===== config.mk =====
export PLATFORM = sky130hd
export DESIGN_NAME = sta_ctrl
export DESIGN_NICKNAME = d
export VERILOG_FILES = /design/src/rtl/core/sta_pkg.sv /design/src/rtl/core/sta_ctrl.sv
export SDC_FILE = /design/constraint.sdc
export NUM_CORES = 1
export LEC_CHECK = 0
export BUFFER_PORTS_ARGS = -buffer_cell sky130_fd_sc_hd__buf_2
export CAP_MARGIN = 20
export CORE_AREA = 2 2 39 41
export CTS_CLUSTER_SIZE = 14
export DETAILED_ROUTE_END_ITERATION = 10
export DIE_AREA = 0 0 41 43
export GPL_ROUTABILITY_DRIVEN = 0
export HOLD_SLACK_MARGIN = 0.05
export PLACE_DENSITY_LB_ADDON = 0.25
export RECOVER_POWER = 50
export SETUP_SLACK_MARGIN = 0.5
export SKIP_LAST_GASP = 1
export SYNTH_ARGS = -nofsm -noshare
export SYNTH_HDL_FRONTEND = slang
export SYNTH_SLANG_ARGS = --single-unit

===== constraint.sdc =====
create_clock -name clk -period 1.33 [get_ports clk]
set_input_delay 0.1995 -clock clk [delete_from_list [all_inputs] [get_ports clk]]
set_output_delay 0.1995 -clock clk [all_outputs]
set_load 0.01 [all_outputs]

===== src/rtl/core/sta_pkg.sv =====
// Shared types and constants of the symmetric triplet assembly block.
// Used by sta_ctrl, sta_datapath, the top level and its checker.
package sta_pkg;

  localparam int MAX_NODES = 4;
  localparam int MAX_DOF   = 2;
  localparam int NODE_BITS = 20;

  localparam int NODE_IDX_W = (MAX_NODES > 1) ? $clog2(MAX_NODES) : 1;
  localparam int DOF_IDX_W  = (MAX_DOF > 1) ? $clog2(MAX_DOF) : 1;

  localparam int ACT_W     = 2;
  localparam int TAB_AW    = 6;
  localparam int TAB_DEPTH = 1 << TAB_AW;
  localparam int WORD_W    = 64;
  localparam int RC_W      = 21;
  localparam int SLOT_W    = 32;
  localparam int NCNT_W    = 3;
  localparam int DCNT_W    = 2;
  localparam int CFG_IDX_W = 2;
  localparam int CFG_W     = 3;

  localparam logic [CFG_IDX_W-1:0] REG_NODE_COUNT   = 2'd0;
  localparam logic [CFG_IDX_W-1:0] REG_DOF_PER_NODE = 2'd1;
  localparam logic [CFG_IDX_W-1:0] REG_MASS_ENABLE  = 2'd2;

  localparam logic [WORD_W-1:0] TINY_BITS = 64'h3D71_9799_812D_EA11;
  localparam logic [WORD_W-1:0] MAG_MASK  = 64'h7FFF_FFFF_FFFF_FFFF;

  typedef enum logic [ACT_W-1:0] {
    ACT_WR_STIFF = 2'd0,
    ACT_WR_MASS  = 2'd1,
    ACT_ASSEMBLE = 2'd2,
    ACT_RESTART  = 2'd3
  } action_t;

  typedef enum logic [1:0] {
    ST_IDLE,
    ST_RUN,
    ST_DRAIN
  } state_t;

  typedef struct packed {
    logic load;
    logic step;
    logic wr_stiff;
    logic wr_mass;
    logic clear_counts;
  } ctrl_cmd_t;

  typedef struct packed {
    logic empty;
    logic final_step;
  } ctrl_status_t;

endpackage


===== src/rtl/core/sta_ctrl.sv =====
// Controller FSM of the symmetric triplet assembly block.
// Depends on sta_pkg; drives commands into sta_datapath.
module sta_ctrl (
  input  logic                      clk,
  input  logic                      rst,
  input  logic                      start,
  input  logic [sta_pkg::ACT_W-1:0] action,
  input  sta_pkg::ctrl_status_t     status,
  output logic                      busy,
  output sta_pkg::ctrl_cmd_t        cmd
);

  sta_pkg::state_t state, state_next;

  always_ff @(posedge clk) begin
    if (rst) begin
      state <= sta_pkg::ST_IDLE;
    end else begin
      state <= state_next;
    end
  end

  always_comb begin
    state_next = state;
    cmd        = '0;
    unique case (state)
      sta_pkg::ST_IDLE: begin
        if (start) begin
          unique case (sta_pkg::action_t'(action))
            sta_pkg::ACT_WR_STIFF: cmd.wr_stiff     = 1'b1;
            sta_pkg::ACT_WR_MASS:  cmd.wr_mass      = 1'b1;
            sta_pkg::ACT_RESTART:  cmd.clear_counts = 1'b1;
            sta_pkg::ACT_ASSEMBLE: begin
              // zero nodes or zero dof: nothing to emit
              if (!status.empty) begin
                cmd.load   = 1'b1;
                state_next = sta_pkg::ST_RUN;
              end
            end
            default: ;
          endcase
        end
      end
      sta_pkg::ST_RUN: begin
        cmd.step = 1'b1;
        if (status.final_step) state_next = sta_pkg::ST_DRAIN;
      end
      sta_pkg::ST_DRAIN: begin
        state_next = sta_pkg::ST_IDLE;
      end
      default: begin
        state_next = sta_pkg::ST_IDLE;
      end
    endcase
  end

  assign busy = (state != sta_pkg::ST_IDLE);

endmodule


After elaboration in Yosys (flattened, before gate mapping)
Cells that the tools add are included.
{"block": "word_totals", "ff_bits": 2, "inputBits": 7, "out_inout_bits": 6, "elab_cells": 28}
{"block": "op_classes", "eq_ne": 8, "n_mux": 15, "n_reduce_logical": 4}
{"operator": "$mux 1", "n": 8}
{"operator": "$mux 2", "n": 4}
{"operator": "$mux 3", "n": 2}
{"operator": "$ne 2x2->1 const B", "n": 3}
{"operator": "$eq 2x1->1 const B", "n": 2}
{"operator": "$eq 2x2->1 const B", "n": 2}
{"operator": "$logic_not 2->1", "n": 2}
{"operator": "$pmux 2 s2", "n": 1}
{"operator": "$reduce_and 4->1", "n": 1}
{"operator": "$ne 2x1->1 const B", "n": 1}
{"operator": "$reduce_bool 2->1", "n": 1}

Depth between registers and ports, before layout
Gate-level depths: netlist of run 1.
{"block": "depth", "depth_word": 4, "mapped_depth": 2, "mapped_depth_nobuf": 2}

Worst setup path before layout of run 1
No wires, ideal clock.
{"block": "synth_timing", "path_kind": "reg2out", "startpoint": "reg state[0]", "endpoint": "out cmd[4] in the netlist's numbering", "arrival_ps": 824, "required_time_ps": 1131, "slack_ps": 306, "path_stages_with_launch": 3, "path_buffers": 0, "path_cell_list": "dfxtp_1 > nand4bb_2 > nor3_1"}
{"item": "from (decl)", "line": "sta_ctrl.sv:13", "text": "sta_pkg::state_t state, state_next;"}
{"item": "from (signal assigned)", "line": "sta_ctrl.sv:17", "text": "state <= sta_pkg::ST_IDLE;"}
{"item": "from (signal assigned)", "line": "sta_ctrl.sv:19", "text": "state <= state_next;"}
{"item": "to (decl)", "line": "sta_ctrl.sv:10", "text": "output sta_pkg::ctrl_cmd_t cmd"}

==> results by group, run 1 <==
Status
  • Status: finished clean

Worst setup path
  • Worst Path Buf+Inv: 1
  • Slowest Stage Delay on Critical Path: 0.32 ns
  • Top Family by Delay on Critical Path: simple AND/OR/NAND/NOR gates
  • WP data arrival: 1.04 ns
  • CP startpoint kind: register
  • CP max-delay cell: dfxtp_2
  • Req. time, crit path: 1.13 ns
  • Crit path max fanout: 4
  • Setup CP Type: register to output pin
  • Setup crit end kind: output pin
  • Worst path cell trace: nand4bb_4 -> nor3_2 -> buf_2

Detailed routing
  • Top Layer Used: met3
  • DRT Pass-1 Iters: 1
  • Routed Antenna Nets: 0
  • Routed WL: 439 µm
  • Wire per inst: 9.34 µm
  • Met1 WL: 193 µm
  • Initial DRC Count: 0
  • DR vias: 172
  • # DRC: 0
  • Wire length on met2: 180 µm
  • Via density: 3.66
  • Met3 wire len: 65 µm

Die
  • Io pins: 13
  • Core box area: 0.00138 mm²
  • Row cnt: 14
  • Starting Density: 0.101
  • Die area: 0.00176 mm²
  • DIE WIDTH: 41 µm
  • Chip height: 43 µm

Logic synthesis
  • Ys Warns: 0
  • Synth Register Bits: 2
  • Mapped Nets: 22
  • Post-Syn Area: 140 µm²
  • Synth Area in XOR/XNOR: 0
  • Synth Instances: 15
  • Synth cell types: 11
  • Register area share after synthesis: 0.286
  • Post-synthesis simple-gate area fraction: 0.545
  • Largest cells by area after synthesis: dfxtp_1 29%, and4b_1 14%, nand4bb_2 12%
  • Synth Area in Compound Gates: 0.0625
  • Cell taking the most area after synthesis: dfxtp_1
  • Mux contribution to synthesized area: 0
  • Syn Area/Cell: 9.34 µm²
  • Post-synthesis adder-cell area fraction: 0
  • Main combinational cell family by area after synthesis: simple AND/OR/NAND/NOR gates
  • Yosys top cell area share: 0.286

Job
  • Max-Cap Viols: 0

Clocking
  • CTS Sinks: 2
  • Clk buf depth: 2
  • Clock transition at path regs: 0.03 ns
  • H-tree depth reported by CTS: 1
  • Total CTS buffers: 3
  • Root buffer cell: clkbuf_4
  • CTS tree: done
  • Hold-fix buffers, CTS: 0
  • Clk Latency, worst-skew pair: 0.22 ns

STA
  • Slew HR: 0.834
  • Unrepaired setup endpoints after global routing: true
  • Worst Tran Pin Value: 0.246 ns
  • Hold_ws: 0.200 ns
  • Setup TNS: 0 ns
  • Final Hold Viols: 0
  • Final Cycle Share: 0.929
  • Final Max Slew Viols: 0
  • Worst Skew: 0.00114 ns
  • Max Clk Rate: 809 MHz
  • Final setup viols: 0
  • Min Tclk post-route: 1.24 ns

Global routing
  • Largest net degree at the start of global routing: 5
  • Initial antenna violation count: 0
  • Vias in the first global route: 190
  • Congestion Overflow GR: 0
  • First-pass GRT wire length: 690 µm
  • All-Layer GR Usage: 0.0611

Final layout
  • Largest Register: state
  • Top flop regs: state x2
  • Fin nets: 40
  • Layout cells sized above 1: 0.774
  • Fin util: 0.203
  • Number of flip-flops under the largest register name: 2
  • ANT cells: 0
  • Area Growth Syn to Fin: 100%

Worst hold path
  • Worst min-delay path class: primary input to register

Place
  • Final HPWL DP: 356 µm
  • Port Buf Inserts: 12

Pwr
  • Leak: 0.000150 µW
  • Worst IR Drop VDD: 0.237 mV
  • Pwr dens: 851 mW/mm²
==> stage by stage <==
stage	cell area, µm²	total power [µW]	cells	worst slack, ns
5_1_grt	280	256	47	0.0322
4_1_cts	280	248	46	0.0764
3_5_place_dp	234	102	42	0.292
6_report	280	238	47	0.0940
2_1_floorplan	165	81.4	15	0.411
3_3_place_gp	234	99.9	42	0.311
==> path summary, 6_finish.rpt <==
check | from | endpoint | slack, ns | cells after the start
worst max register to register | state[1]$_SDFFE_PP0P_ | state[0]$_SDFFE_PP0P_ | 0.18 | 4
worst min-delay path | rst | state[0]$_SDFFE_PP0P_ | 0.20 | 2
worst max-delay path | state[1]$_SDFFE_PP0P_ | cmd[4] | 0.09 | 3
worst min register to register | state[1]$_SDFFE_PP0P_ | state[0]$_SDFFE_PP0P_ | 0.56 | 2
==> placed cells by master, fill, tap and decap left out, drive strengths merged <==
cell type | netlist | layout
dfxtp | 2 | 2
and4b | 2 | 2
clkbuf | 0 | 4
nand4bb | 1 | 1
and3b | 1 | 1
buf | 1 | 13
nor2 | 2 | 2
o41ai | 1 | 1
inv | 2 | 2
nor3 | 1 | 1
or4b | 1 | 1
and2b | 1 | 1
==> cells by family after synthesis <==
group / Yosys count
compound gates: 1
buf+inv: 3
flops: 2
simple gates: 9
==> area by class of cell <==
| class | instances | area [µm²] |
|---|---|---|
| Timing Repair Buffer | 14 | 73.8 |
| Multi-Input combinational cell | 10 | 114 |
| Fill cell | 156 | 1100 |
| Tap cell | 16 | 20.0 |
| Clock buffer | 3 | 22.5 |
| Inverter | 2 | 7.51 |
| Sequential cell | 2 | 42.5 |
==> report_power, final <==
part	internal (µW)	total [µW]	switching [µW]	leakage (µW)
Clock	99.3	131	31.7	0.0000138
Combinational	23.2	44.7	21.5	0.000119
Sequential	61.7	62.7	0.983	0.0000172
==> synthesized netlist by cell type <==
master     number
and4b_1         2
dfxtp_1         2
inv_1           2
nor2_1          2
and2b_2         1
and3b_1         1
buf_4           1
nand4bb_2       1
nor3_1          1
o41ai_1         1
or4b_1          1
==> layer usage <==
metal,vias to the layer above,global-route usage
li1,88,-
met1,71,0.0639
met2,13,0.0875
met3,0,0.0209
met4,0,0.0600
met5,-,0
==> repair_timing <==
item                       CTS  global route
buffers inserted             1             1
setup endpoints to repair    7             8
pin swaps                    2             2
gates resized for setup      3             0
Power figures use the tool's default switching activity.
==> run 2, diff against run 1 <==
- REMOVE_ABC_BUFFERS: unset -> 1
==> results by group, run 2 (synthesis gave the netlist of run 1 again) <==
Status
  • Status: finished clean

Die
  • Core box area: 0.00138 mm²
  • Io pins: 13
  • DIE WIDTH: 41 µm
  • Row cnt: 14
  • Chip height: 43 µm
  • Starting Density: 0.101
  • Die area: 0.00176 mm²

Detailed routing
  • DR vias: 171
  • Initial DRC Count: 2
  • DRT Pass-1 Iters: 2
  • Wire per inst: 9.81 µm
  • # DRC: 0
  • Via density: 3.64
  • Routed WL: 461 µm
  • Routed Antenna Nets: 0

Final layout
  • Fin util: 0.205
  • Fin nets: 40
  • Most frequent cells in the layout: 11 x buf_2, 3 x clkbuf_4
  • Fill count: 164
  • Layout cells sized above 1: 0.774
  • Finished Cell Area: 284 µm²
  • Number of flip-flops under the largest register name: 2
  • Reg area: 42.5 µm²
  • Most common cell after layout, fill and taps aside: buf_2
  • ANT cells: 0
  • Largest Register: state
  • Multi-input logic area: 114 µm²
  • Top flop regs: state x2
  • Area Growth Syn to Fin: 103%

STA
  • Setup TNS: 0 ns
  • Slew HR: 0.850
  • Final Cycle Share: 0.934
  • Max Clk Rate: 805 MHz
  • Final Hold Viols: 0
  • Min Tclk post-route: 1.24 ns
  • Worst Skew: 0.00585 ns
  • Final setup viols: 0
  • Worst Tran Pin Value: 0.223 ns
  • Unrepaired setup endpoints after global routing: true
  • Final Max Slew Viols: 0

Clocking
  • Root buffer cell: clkbuf_4
  • Clk Latency, worst-skew pair: 0.22 ns
  • Total CTS buffers: 3
  • Clock transition at path regs: 0.03 ns
  • CTS Sinks: 2
  • CTS tree: done
  • Clk buf depth: 2
  • H-tree depth reported by CTS: 1

Worst setup path
  • CP startpoint kind: register
  • Setup CP Type: register to output pin
  • WP data arrival: 1.04 ns
  • Crit path max fanout: 4
  • Req. time, crit path: 1.13 ns
  • Setup crit end kind: output pin

Global routing
  • All-Layer GR Usage: 0.0592
  • Largest net degree at the start of global routing: 5
  • Initial antenna violation count: 0
  • Congestion Overflow GR: 0
  • Vias in the first global route: 153
  • First-pass GRT wire length: 621 µm

Job
  • Max-Cap Viols: 0

Pwr
  • Pwr Total: 241 µW
  • Leak: 0.000151 µW
  • Pwr dens: 848 mW/mm²
  • Worst IR Drop VDD: 0.415 mV

Worst hold path
  • Worst min-delay path class: primary input to register

Place
  • Placed cell area: 213 µm²
  • Final HPWL DP: 327 µm
  • Port Buf Inserts: 12
-- run 2: worst max-delay path: stages (launching register included) --
cell       delay (ns)
dfxtp_2          0.32
nand4bb_4        0.24
nor2_2           0.12
buf_2            0.13
-- run 2: report_power, final --
group          total [µW]  internal [µW]  switching, µW
combinational        44.0           22.4           21.6
clock                 134           99.6           34.6
sequential           62.7           61.7           1.06
total                 241            184           57.3
-- run 2: through the flow --
step                      instances  setup slack, ns  hold slack, ns
after global routing             47           0.0289           0.184
after detailed placement         42            0.276           0.426
after CTS                        47           0.0866           0.186
after global placement           42            0.275           0.429
after floorplan                  14            0.306           0.299
final                            47           0.0876           0.192
-- run 2: metal layers --
metal	share of wire	GRT usage
met1	0.51	0.0641
met2	0.36	0.0656
met3	0.13	0.0471
met4	0	0.0600
met5	0	0
-- run 2: cell type report --
cell class | instances | area share
well taps | 16 | 0.0705
clock buffers | 3 | 0.0793
flip-flops and latches | 2 | 0.150
multi-input cells | 10 | 0.401
inverters | 2 | 0.0264
repair buffers | 14 | 0.273
-- run 2: worst paths after layout --
kind / from / endpoint / slack [ns] / cells after the start
worst min-delay path: rst / state[0]$_SDFFE_PP0P_ / 0.19 / 2
worst max register to register: state[1]$_SDFFE_PP0P_ / state[0]$_SDFFE_PP0P_ / 0.31 / 2
worst max-delay path: state[1]$_SDFFE_PP0P_ / cmd[0] / 0.09 / 3
worst min register to register: state[1]$_SDFFE_PP0P_ / state[0]$_SDFFE_PP0P_ / 0.56 / 2
-- run 2: what timing repair did --
action                                  in CTS  in global routing
endpoints found under the setup margin       8                  8
setup buffers                                2                  0
pin swaps                                    2                  0
resized for setup                            7                  2
hold buffers                                 0                  0
